[config.mk]
export PLATFORM = sky130hd
export DESIGN_NAME = life_grid_generation_engine_core
export DESIGN_NICKNAME = d
export VERILOG_FILES = /design/src/hw/rtl/lgge_pkg.sv /design/src/hw/rtl/lgge_ram.sv /design/src/hw/rtl/lgge_cell_rule.sv /design/src/hw/rtl/life_grid_generation_engine_core.sv
export SDC_FILE = /design/constraint.sdc
export NUM_CORES = 2
export LEC_CHECK = 0
export BUFFER_PORTS_ARGS = -buffer_cell sky130_fd_sc_hd__buf_2
export CAP_MARGIN = 20
export CORE_AREA = 2 2 456 548
export CTS_CLUSTER_DIAMETER = 30
export DETAILED_ROUTE_END_ITERATION = 16
export DIE_AREA = 0 0 458 550
export GPL_TIMING_DRIVEN = 0
export PLACE_DENSITY = 0.53
export SYNTH_ARGS = -nofsm -noshare
export SYNTH_HDL_FRONTEND = slang
export SYNTH_SLANG_ARGS = --single-unit
[constraint.sdc]
create_clock -name clk -period 9.7 [get_ports clk]
set_input_delay 2.91 -clock clk [delete_from_list [all_inputs] [get_ports clk]]
set_output_delay 2.91 -clock clk [all_outputs]
set_load 0.02 [all_outputs]
[src/hw/rtl/lgge_pkg.sv]
// Shared definitions for the life grid generation engine.
// Operation codes, rule counts, neighborhood window type, default grid size.
// No dependencies.
package lgge_pkg;

  localparam int DEF_GRID_ROWS = 32;
  localparam int DEF_GRID_COLS = 64;

  localparam logic [1:0] FUNC_WRITE   = 2'd0;
  localparam logic [1:0] FUNC_ADVANCE = 2'd1;
  localparam logic [1:0] FUNC_READ    = 2'd2;

  // B3/S23
  localparam logic [3:0] BIRTH_COUNT = 4'd3;
  localparam logic [3:0] KEEP_COUNT  = 4'd2;

  // 3x3 neighborhood, bit 1 of each row is the center column
  typedef struct packed {
    logic [2:0] above;
    logic [2:0] cur;
    logic [2:0] below;
  } lgge_window_t;

endpackage

[src/hw/rtl/lgge_ram.sv]
// Generic simple dual-port RAM: one write port, one read port, registered read.
// Depends on nothing.
module lgge_ram #(
  parameter int WIDTH = 64,
  parameter int DEPTH = 32
) (
  input  logic                     clk,
  input  logic                     we,
  input  logic [$clog2(DEPTH)-1:0] waddr,
  input  logic [WIDTH-1:0]         wdata,
  input  logic [$clog2(DEPTH)-1:0] raddr,
  output logic [WIDTH-1:0]         rdata
);

  logic [WIDTH-1:0] mem [DEPTH];
  logic [WIDTH-1:0] rdata_r;

  always_ff @(posedge clk) begin
    if (we) begin
      mem[waddr] <= wdata;
    end
    rdata_r <= mem[raddr];
  end

  assign rdata = rdata_r;

endmodule

[src/hw/rtl/lgge_cell_rule.sv]
// Shared neighbor count and B3/S23 decision for one cell per cycle.
// Depends on lgge_pkg.
module lgge_cell_rule import lgge_pkg::*; (
  input  lgge_window_t win,
  output logic         alive
);

  logic [3:0] n;

  always_comb begin
    n = 4'(win.above[0]) + 4'(win.above[1]) + 4'(win.above[2])
      + 4'(win.cur[0]) + 4'(win.cur[2])
      + 4'(win.below[0]) + 4'(win.below[1]) + 4'(win.below[2]);
    alive = (n == BIRTH_COUNT) || ((n == KEEP_COUNT) && win.cur[1]);
  end

endmodule

[src/hw/rtl/life_grid_generation_engine_core.sv]
// Top level of the life grid generation engine: sequencer, line buffers, outputs.
// Depends on lgge_pkg, lgge_ram, lgge_cell_rule.
//
//  channel  | handshake             | payload
//  ---------+-----------------------+------------------------------------------
//  in       | in_valid / in_ready   | in_func, in_row, in_col, in_value
//  out      | out_valid / out_ready | out_read_value, out_generation_count
//
// Cell write and read pass through S_CELL to S_DONE; an unused code goes straight to S_DONE.
// Advance passes S_A_TOP and S_A_CUR, then S_A_BEL, S_A_SWP and S_A_WB for each row: one shared
// rule unit visits one interior cell per cycle as the three row buffers rotate.
// After reset a clearing pass writes GRID_ROWS zero rows before in_ready rises.
// in_ready is high only when idle; a result waits in the output register.
module life_grid_generation_engine_core import lgge_pkg::*; #(
  parameter int GRID_ROWS = DEF_GRID_ROWS,
  parameter int GRID_COLS = DEF_GRID_COLS
) (
  input  logic        clk,
  input  logic        rst_n,
  input  logic        in_valid,
  output logic        in_ready,
  input  logic [1:0]  in_func,
  input  logic [4:0]  in_row,
  input  logic [5:0]  in_col,
  input  logic        in_value,
  output logic        out_valid,
  input  logic        out_ready,
  output logic        out_read_value,
  output logic [15:0] out_generation_count
);

  localparam int AW = $clog2(GRID_ROWS);
  localparam int KW = $clog2(GRID_COLS);

  typedef enum logic [8:0] {
    S_CLR   = 9'b000000001,
    S_IDLE  = 9'b000000010,
    S_CELL  = 9'b000000100,
    S_A_TOP = 9'b000001000,
    S_A_CUR = 9'b000010000,
    S_A_BEL = 9'b000100000,
    S_A_SWP = 9'b001000000,
    S_A_WB  = 9'b010000000,
    S_DONE  = 9'b100000000
  } state_t;

  state_t                state_r, state_nxt;
  logic [AW-1:0]         row_r, row_nxt;
  logic [KW-1:0]         k_r, k_nxt;
  logic [GRID_COLS-1:0]  above_r, above_nxt;
  logic [GRID_COLS-1:0]  cur_r, cur_nxt;
  logic [GRID_COLS-1:0]  below_r, below_nxt;
  logic [GRID_COLS-1:0]  new_r, new_nxt;
  logic [1:0]            op_func_r, op_func_nxt;
  logic [AW-1:0]         op_row_r, op_row_nxt;
  logic [KW-1:0]         op_col_r, op_col_nxt;
  logic                  op_val_r, op_val_nxt;
  logic                  op_inside_r, op_inside_nxt;
  logic                  res_rv_r, res_rv_nxt;
  logic [15:0]           gen_r, gen_nxt;
  logic                  out_valid_r, out_valid_nxt;
  logic                  out_rv_r, out_rv_nxt;
  logic [15:0]           out_gen_r, out_gen_nxt;

  logic                  ram_we;
  logic [AW-1:0]         ram_waddr;
  logic [GRID_COLS-1:0]  ram_wdata;
  logic [AW-1:0]         ram_raddr;
  logic [GRID_COLS-1:0]  ram_rdata;

  logic [8:0]            in_row_ext;
  logic [8:0]            in_col_ext;
  logic                  in_inside;
  logic [AW:0]           row_ext;
  logic [AW:0]           row_p1_w;
  logic [AW:0]           row_p2_w;
  logic [GRID_COLS-1:0]  wr_row;
  logic [GRID_COLS-1:0]  new_tmp;
  lgge_window_t          win;
  logic                  cell_alive;

  lgge_ram #(
    .WIDTH (GRID_COLS),
    .DEPTH (GRID_ROWS)
  ) u_grid (
    .clk   (clk),
    .we    (ram_we),
    .waddr (ram_waddr),
    .wdata (ram_wdata),
    .raddr (ram_raddr),
    .rdata (ram_rdata)
  );

  assign win.above = above_r[2:0];
  assign win.cur   = cur_r[2:0];
  assign win.below = below_r[2:0];

  lgge_cell_rule u_rule (
    .win   (win),
    .alive (cell_alive)
  );

  assign in_row_ext = 9'(in_row);
  assign in_col_ext = 9'(in_col);
  assign in_inside  = (in_row_ext < 9'(GRID_ROWS)) && (in_col_ext < 9'(GRID_COLS));
  assign row_ext    = (AW+1)'(row_r);
  assign row_p1_w   = row_ext + (AW+1)'(1);
  assign row_p2_w   = row_ext + (AW+1)'(2);

  always_comb begin
    state_nxt     = state_r;
    row_nxt       = row_r;
    k_nxt         = k_r;
    above_nxt     = above_r;
    cur_nxt       = cur_r;
    below_nxt     = below_r;
    new_nxt       = new_r;
    op_func_nxt   = op_func_r;
    op_row_nxt    = op_row_r;
    op_col_nxt    = op_col_r;
    op_val_nxt    = op_val_r;
    op_inside_nxt = op_inside_r;
    res_rv_nxt    = res_rv_r;
    gen_nxt       = gen_r;
    out_valid_nxt = out_valid_r;
    out_rv_nxt    = out_rv_r;
    out_gen_nxt   = out_gen_r;
    ram_we        = 1'b0;
    ram_waddr     = row_r;
    ram_wdata     = '0;
    ram_raddr     = row_r;
    wr_row        = ram_rdata;
    new_tmp       = new_r;
    in_ready      = (state_r == S_IDLE);

    if (out_valid_r && out_ready) begin
      out_valid_nxt = 1'b0;
    end

    unique case (state_r)
      S_CLR: begin
        ram_we    = 1'b1;
        ram_waddr = row_r;
        ram_wdata = '0;
        if (row_r == AW'(GRID_ROWS - 1)) begin
          row_nxt   = '0;
          state_nxt = S_IDLE;
        end else begin
          row_nxt = row_p1_w[AW-1:0];
        end
      end
      S_IDLE: begin
        ram_raddr = in_row_ext[AW-1:0];
        if (in_valid) begin
          op_func_nxt   = in_func;
          op_row_nxt    = in_row_ext[AW-1:0];
          op_col_nxt    = in_col_ext[KW-1:0];
          op_val_nxt    = in_value;
          op_inside_nxt = in_inside;
          priority if (in_func == FUNC_ADVANCE) begin
            ram_raddr = '0;
            state_nxt = S_A_TOP;
          end else if (in_func == FUNC_WRITE || in_func == FUNC_READ) begin
            state_nxt = S_CELL;
          end else begin
            res_rv_nxt = 1'b0;
            state_nxt  = S_DONE;
          end
        end
      end
      S_CELL: begin
        // row data of the addressed row arrives here; modify and write back
        if (op_func_r == FUNC_WRITE) begin
          wr_row[op_col_r] = op_val_r;
          ram_we     = op_inside_r;
          ram_waddr  = op_row_r;
          ram_wdata  = wr_row;
          res_rv_nxt = 1'b0;
        end else begin
          res_rv_nxt = op_inside_r & ram_rdata[op_col_r];
        end
        state_nxt = S_DONE;
      end
      S_A_TOP: begin
        above_nxt = ram_rdata;
        ram_raddr = AW'(1);
        row_nxt   = AW'(1);
        state_nxt = S_A_CUR;
      end
      S_A_CUR: begin
        cur_nxt   = ram_rdata;
        ram_raddr = row_p1_w[AW-1:0];
        state_nxt = S_A_BEL;
      end
      S_A_BEL: begin
        below_nxt = ram_rdata;
        new_nxt   = cur_r;
        k_nxt     = '0;
        state_nxt = S_A_SWP;
      end
      S_A_SWP: begin
        // step k sees columns k..k+2 at taps 0..2; full turn realigns buffers
        if (k_r <= KW'(GRID_COLS - 3)) begin
          new_tmp[1] = cell_alive;
        end
        new_nxt   = {new_tmp[0], new_tmp[GRID_COLS-1:1]};
        above_nxt = {above_r[0], above_r[GRID_COLS-1:1]};
        cur_nxt   = {cur_r[0], cur_r[GRID_COLS-1:1]};
        below_nxt = {below_r[0], below_r[GRID_COLS-1:1]};
        k_nxt     = k_r + KW'(1);
        if (k_r == KW'(GRID_COLS - 1)) begin
          state_nxt = S_A_WB;
        end
      end
      S_A_WB: begin
        ram_we    = 1'b1;
        ram_waddr = row_r;
        ram_wdata = new_r;
        above_nxt = cur_r;
        cur_nxt   = below_r;
        if (row_r == AW'(GRID_ROWS - 2)) begin
          gen_nxt    = gen_r + 16'd1;
          res_rv_nxt = 1'b0;
          state_nxt  = S_DONE;
        end else begin
          row_nxt   = row_p1_w[AW-1:0];
          ram_raddr = row_p2_w[AW-1:0];
          state_nxt = S_A_BEL;
        end
      end
      S_DONE: begin
        if (!out_valid_r || out_ready) begin
          out_valid_nxt = 1'b1;
          out_rv_nxt    = res_rv_r;
          out_gen_nxt   = gen_r;
          state_nxt     = S_IDLE;
        end
      end
      default: begin
        state_nxt = S_IDLE;
      end
    endcase
  end

  always_ff @(posedge clk) begin
    if (!rst_n) begin
      state_r     <= S_CLR;
      row_r       <= '0;
      gen_r       <= '0;
      out_valid_r <= 1'b0;
    end else begin
      state_r     <= state_nxt;
      row_r       <= row_nxt;
      gen_r       <= gen_nxt;
      out_valid_r <= out_valid_nxt;
    end
  end

  always_ff @(posedge clk) begin
    k_r         <= k_nxt;
    above_r     <= above_nxt;
    cur_r       <= cur_nxt;
    below_r     <= below_nxt;
    new_r       <= new_nxt;
    op_func_r   <= op_func_nxt;
    op_row_r    <= op_row_nxt;
    op_col_r    <= op_col_nxt;
    op_val_r    <= op_val_nxt;
    op_inside_r <= op_inside_nxt;
    res_rv_r    <= res_rv_nxt;
    out_rv_r    <= out_rv_nxt;
    out_gen_r   <= out_gen_nxt;
  end

  assign out_valid            = out_valid_r;
  assign out_read_value       = out_rv_r;
  assign out_generation_count = out_gen_r;

`ifndef ASSERT_OFF
  // an accepted advance keeps the input closed for the sweep
  a_adv_busy: assert property (@(posedge clk) disable iff (!rst_n)
    (in_valid && in_ready && in_func == FUNC_ADVANCE) |=> !in_ready)
    else $error("input reopened right after an advance transfer");

  // generation counter only steps by one
  a_gen_step: assert property (@(posedge clk) disable iff (!rst_n)
    (gen_r == $past(gen_r)) || (gen_r == 16'($past(gen_r) + 16'd1)))
    else $error("generation counter jumped");

  // grid is never written while idle
  a_no_idle_write: assert property (@(posedge clk) disable iff (!rst_n)
    (state_r == S_IDLE) |-> !ram_we)
    else $error("grid write while idle");
`endif

endmodule

**Word level (Yosys, flattened, before mapping)**

Memory sizes are Yosys's and may differ from the RTL's. A register that Yosys moved wholly into a read port is not among the register bits.
Index checks and enable logic that the tools add are counted.

- Register bits: 326
- Bits in latches: 0
- Bits in writable memories: 2,048
- ROM bits: 0
- Input bits: 18
- Output and inout port bits: 19
- Logic and storage cells: 124
- Memories: 1

Memories:

| memory | words | width | read ports | clocked after Yosys merged registers in | wr ports | RTL line | source |
|---|---|---|---|---|---|---|---|
| u_grid.mem | 32 | 64 | 1 | 1 | 1 | lgge_ram.sv:15 | `logic [WIDTH-1:0] mem [DEPTH];` |

- Add/subtract/negate cells: 11
- Multipliers: 0
- Div/mod/pow operators: 0
- Magnitude comparators: 5
- Equality and inequality tests: 24
- Shift operators: 0
- Multiplexer cells: 43
- Bitwise gates (word level): 1
- Reduce and logical (&&, ||, !) cells: 22

Operators with widths:

| kind | number |
|---|---|
| $pmux 64 s2 | 3 |
| $pmux 64 s3 | 2 |
| $pmux 9 s9 | 1 |
| $bwmux 64 | 1 |
| $mux 64 | 1 |
| $mux 9 | 7 |
| $mux 5 | 7 |
| $add 4x1->4 | 6 |
| $pmux 5 s4 | 1 |
| $add 16x1->16 const B | 1 |
| $ne 2x2->1 const B | 8 |
| $pmux 5 s3 | 1 |
| $lt 6x7->1 const B | 2 |
| $mux 1 | 14 |
| $pmux 6 s2 | 1 |
| $reduce_bool 3->1 | 4 |
| $eq 5x5->1 const B | 2 |
| $eq 9x1->1 const B | 1 |
| $eq 9x2->1 const B | 1 |
| $eq 9x3->1 const B | 1 |
| $eq 9x4->1 const B | 1 |
| $eq 9x5->1 const B | 1 |
| $eq 9x6->1 const B | 1 |
| $eq 9x7->1 const B | 1 |
| 27 further kinds | 37 |

**Logic depth before layout (Yosys ltp)**

- Word-level depth: 12
- Mapped depth: 14
- Gate-level depth less buffers: 13

**Cells and area by module**

From an unflattened synthesis, not the netlist that was laid out.

- Cell total of the unflattened synthesis: 4,712
- Area total of the unflattened synthesis: 96,008.3 µm²

By module, submodules not included:

| module | instances | cells an instance | area an instance (µm²) | sequential area each (µm²) |
|---|---|---|---|---|
| lgge_ram | 1 | 3,097 | 78,972.0 | 62,780.2 |
| life_grid_generation_engine_core | 1 | 1,592 | 16,836.1 | 9,449.1 |
| lgge_cell_rule | 1 | 23 | 200.2 | 0.0 |

**Least setup slack after synthesis**

OpenSTA, ideal clock, no wires.

- Path kind: reg-to-reg
- Start: register state_r[6]
- End: register cur_r[0] (enable)
- Setup time: 0.574 ns
- Data arrival time: 5.661 ns
- Data required time: 9.126 ns
- Path slack: 3.465 ns
- Stages on the path, launching flop included: 4
- Path buffers: 1
- Clock period less this slack: 6.235 ns
- Cells stage by stage: dfxtp_1 > clkbuf_1 > or4b_2 > o21ai_0

- Cells in the longest elaborated chain, start to end: 2
- Elaborated cells on any way between the ends: 4
- Those cells by class: eq/ne: 3; reduce/logical: 1

Ends and longest elaborated chain:

| element | RTL line | source |
|---|---|---|
| from (decl) | life_grid_generation_engine_core.sv:47 | `state_t state_r, state_nxt;` |
| from (signal assigned) | life_grid_generation_engine_core.sv:252 | `state_r <= state_nxt;` |
| $eq 9x8->1, or another cell as far along | life_grid_generation_engine_core.sv:140 | `unique case (state_r)` |
| $reduce_bool 3->1 (no line) (*) | -- |  |
| to (signal assigned) | life_grid_generation_engine_core.sv:262 | `cur_r <= cur_nxt;` |
| to (decl) | life_grid_generation_engine_core.sv:51 | `logic [GRID_COLS-1:0] cur_r, cur_nxt;` |

Every way passes the cells marked *; elsewhere a longest branch is shown, timed or not.
A chain may end at the register's enable or synchronous reset.

**Worst setup path after layout**

- Start: input port in_func[1]
- End: register u_grid.rdata_r[59], in the netlist u_grid.rdata[59] (read register of u_grid.mem)

- Cells in the longest elaborated chain, start to end: 4

Ends and longest elaborated chain:

| element | RTL line | source |
|---|---|---|
| from (decl) | life_grid_generation_engine_core.sv:22 | `input logic [1:0] in_func,` |
| $eq 2x1->1 | life_grid_generation_engine_core.sv:160 | `priority if (in_func == FUNC_ADVANCE) begin` |
| $mux 5 | life_grid_generation_engine_core.sv:160 |  |
| $mux 5 | life_grid_generation_engine_core.sv:154 | `if (in_valid) begin` |
| $pmux 5 s4 | life_grid_generation_engine_core.sv:140 |  |
| to (decl) | lgge_ram.sv:16 | `logic [WIDTH-1:0] rdata_r;` |

No other way between the ends.

==> summary.md <==
| Metric | Value |
|---|---|
| CTS Buf Count | `451` |
| H-tree Lvls | `5` |
| CP required | `10.38 ns` |
| Actual slew at the worst max-slew pin | `1.32 ns` |
| Fraction of the mapped netlist area in compound gates | `6.09%` |
| Synth Area in Adders | `0.222%` |
| Largest family of logic cells by synthesized area | `simple AND/OR/NAND/NOR gates` |
| Worst Skew | `0.0687 ns` |
| Clock Pin Slew Worst Setup and Hold Paths | `0.05 ns` |
| Worst reg2reg path depth | `10` |
| Final WL | `368000 um` |
| Fillers | `21100` |
| Crit path DAT | `8.06 ns` |
| Layout cells sized above 1 | `15.5%` |
| Ys Warns | `0` |
| Ys flop type | `edfxtp_1` |
| Drt pass-1 iters | `8` |
| Ys async rst share | `0%` |
| Buffer depth of the longest clock path | `4` |
| Starting Density | `39.8%` |
| Total GRT Usage | `28.6%` |
| Hold path depth | `0` |
| Multiplexer area fraction after synthesis | `5.00%` |
| Area growth, synth to finish | `24.6%` |
| Tmin final | `7.38 ns` |
| Chip width | `458 um` |
| Per-cell routed wire length | `31.9 um` |
| Die area | `0.252 mm2` |
| HPWL Detailed | `262000 um` |
| Setup Crit Path Kind | `in -> reg` |
| Highest routed metal layer | `met5` |
| Critical path startpoint category | `primary input` |
| Synth top area share | `71.6%` |
| Number of max-cap violations | `0` |
| Count leader, synth | `edfxtp_1` |
| RD Place Congestion | `0.946` |
| Slew HR | `11.6%` |
| Worst Min Path Start | `res_rv_r$_SDFFCE_PP0P_` |
| Yosys top cell by area | `edfxtp_1` |
| Syn_nets | `7224` |
| Gate Count Post-Synth | `7191` |
| First-pass GRT wire length | `506000 um` |
| Fin cells | `11500` |
| Setup Fix Bufs, Post-CTS | `0` |
| Commonest cells in the synthesized netlist | `2342 x edfxtp_1, 1914 x nand2_1, 551 x nand3_1` |
| Critical Path End Type | `flop` |
| Final setup viols | `0` |
| Yosys cell types | `72` |
| Iteration-0 DRC Markers | `7673` |
| Crit path max fanout | `10` |
| Row cnt | `200` |
| Met1 WL | `139000 um` |
| Clk sink count | `2437` |
| Hold Buf Count CTS | `0` |
| Hold Path End | `out_read_value$_DFFE_PP_` |
| Leak Pwr | `44.8 nW` |
| Max Slew Vio Count | `0` |
| Pwr Density | `283 mW/mm2` |
| Die Height | `550 um` |
| Seq/Total Area, Yosys | `73.5%` |
| Mapped Area | `0.0983 mm2` |
| Average size of a mapped cell | `13.7 um2` |
| Post-CTS Resized | `0` |
| Crit share post-route | `76.1%` |
| RSZ-0062 raised after global routing | `no` |
| Post-synthesis xor/xnor area fraction | `0.152%` |
| Reg2reg start | `state_r[6]$_SDFFE_PN0P_` |
| Reg2reg setup slack | `3.57 ns` |
| Port buffer count | `35` |
| Initial antenna violation count | `27` |
| GRT overflow | `0` |
| Met3 wire length | `30400 um` |
| DRC viols | `0` |
| Top cells by area, synth | `edfxtp_1 72%, nand2_1 7.3%, mux2i_1 4.8%` |
| CTS tree | `done` |
| Post-route ant nets | `0` |
| R2R Path End | `u_grid.rdata[59]$_DFF_P_` |
| Pwr Total | `0.0347 W` |
| Vias in the first global route | `65400` |
| Simple-gate share of the synthesized area | `12.9%` |
| Skew-Pair Late Insertion Delay | `0.92 ns` |
| Clock root buffer | `clkbuf_16` |
| Post-synth EDFFs | `2342` |
| Placed insts | `10700` |
| Final hold viol count | `0` |
| Hold Path Class | `reg -> reg` |
| DR WL met2 | `175000 um` |
| Vias/cell | `5.81` |
| IO Pins | `37` |
| Outcome | `finished clean` |
| Core ar. | `0.247 mm2` |
| Total vias in the final route | `66900` |
| Final nets | `7916` |
| Yosys reg bits | `2437` |
| Maximum VDD drop | `0.163 mV` |
| Dpl ws | `1.53 ns` |
| Max Clk Rate | `135 MHz` |
| Largest net degree at the start of global routing | `65` |
| Setup ws final | `2.32 ns` |
## layout by cell type (no fill, tap or decap), drive strengths merged, types with 95 or more instances in the layout
cell,count
a21oi,97
clkinv,177
a221o,130
o21ai,135
edfxtp,2342
a31oi,106
buf,434
nand2,1914
dfxtp,95
and3,196
nand3,551
nor2,111
mux2i,473
clkbuf,789
## worst max-delay path: stages
cell	delay [ns]
buf_2	0.15
and3b_1	0.24
o31a_1	0.29
o22ai_2	0.53
clkbuf_1	0.93
clkbuf_1	0.89
clkbuf_1	0.85
nand3_1	0.22
a311oi_1	0.60
a31oi_1	0.38
## power by group
group,switching (W),total [W],internal (W)
combinational,0.00449,0.00630,0.00181
sequential,0.000539,0.0126,0.0120
clock,0.00553,0.0158,0.0103
## layer usage
metal  vias to the layer above  global-route usage [%]
li1                      28600                       -
met1                     34200                    35.2
met2                      3359                    47.0
met3                       789                    5.47
met4                        12                    16.8
met5                         -                       0
## per-stage QoR
| step | TNS [ns] | hold slack [ns] | util, % | instance area (um2) |
|---|---|---|---|---|
| 3_3_place_gp | -1273.57 | 0.406 | 41.5 | 102000 |
| 2_1_floorplan | 0 | 0.400 | - | 98300 |
| 4_1_cts | 0 | 0.425 | 49.6 | 122000 |
| 6_report | 0 | 0.422 | 49.6 | 122000 |
| 5_1_grt | 0 | 0.439 | 49.6 | 122000 |
| 3_5_place_dp | 0 | 0.413 | 43.3 | 107000 |
## logic make-up after synthesis
group,Yosys count
XOR/XNOR,17
multiplexers,481
adder cells (fa/ha/maj),15
AO/OA/AOI/OAI,814
buffers and inverters,494
AND/OR/NAND/NOR,2933
flip-flops,2437
## worst max-delay path by stage
stage,startpoint,end,slack [ns]
after floorplan,state_r[6]$_SDFFE_PN0P_,cur_r[0]$_DFFE_PP_,3.46
after global routing,in_func[1],u_grid.rdata[59]$_DFF_P_,2.41
final,in_func[1],u_grid.rdata[59]$_DFF_P_,2.32
after CTS,in_func[1],u_grid.rdata[60]$_DFF_P_,2.48
after detailed placement,in_func[1],u_grid.rdata[60]$_DFF_P_,1.53
after global placement,state_r[6]$_SDFFE_PN0P_,u_grid.mem[6][15]$_DFFE_PP_,-1.53
## sequential cells by signal, indices dropped and copies added (netlist names), 16 cells and up
| name | count |
|---|---|
| above_r | 64 |
| below_r | 64 |
| cur_r | 64 |
| gen_r | 16 |
| new_r | 64 |
| out_generation_count | 16 |
| u_grid.mem | 2048 |
| u_grid.rdata | 64 |
## area by class of cell
cell class	count	area [um2]	area share, %
multi-input cells	4260	24800	20.2
clock buffers	513	11700	9.58
plain buffers	474	2070	1.69
diodes	10	25.0	0.0204
inverters	20	75.1	0.0613
clock inverters	328	3730	3.05
flip-flops and latches	2437	72200	59.0
well taps	3232	4040	3.30
repair buffers	239	3770	3.08
(Power assumes the default switching activity.)
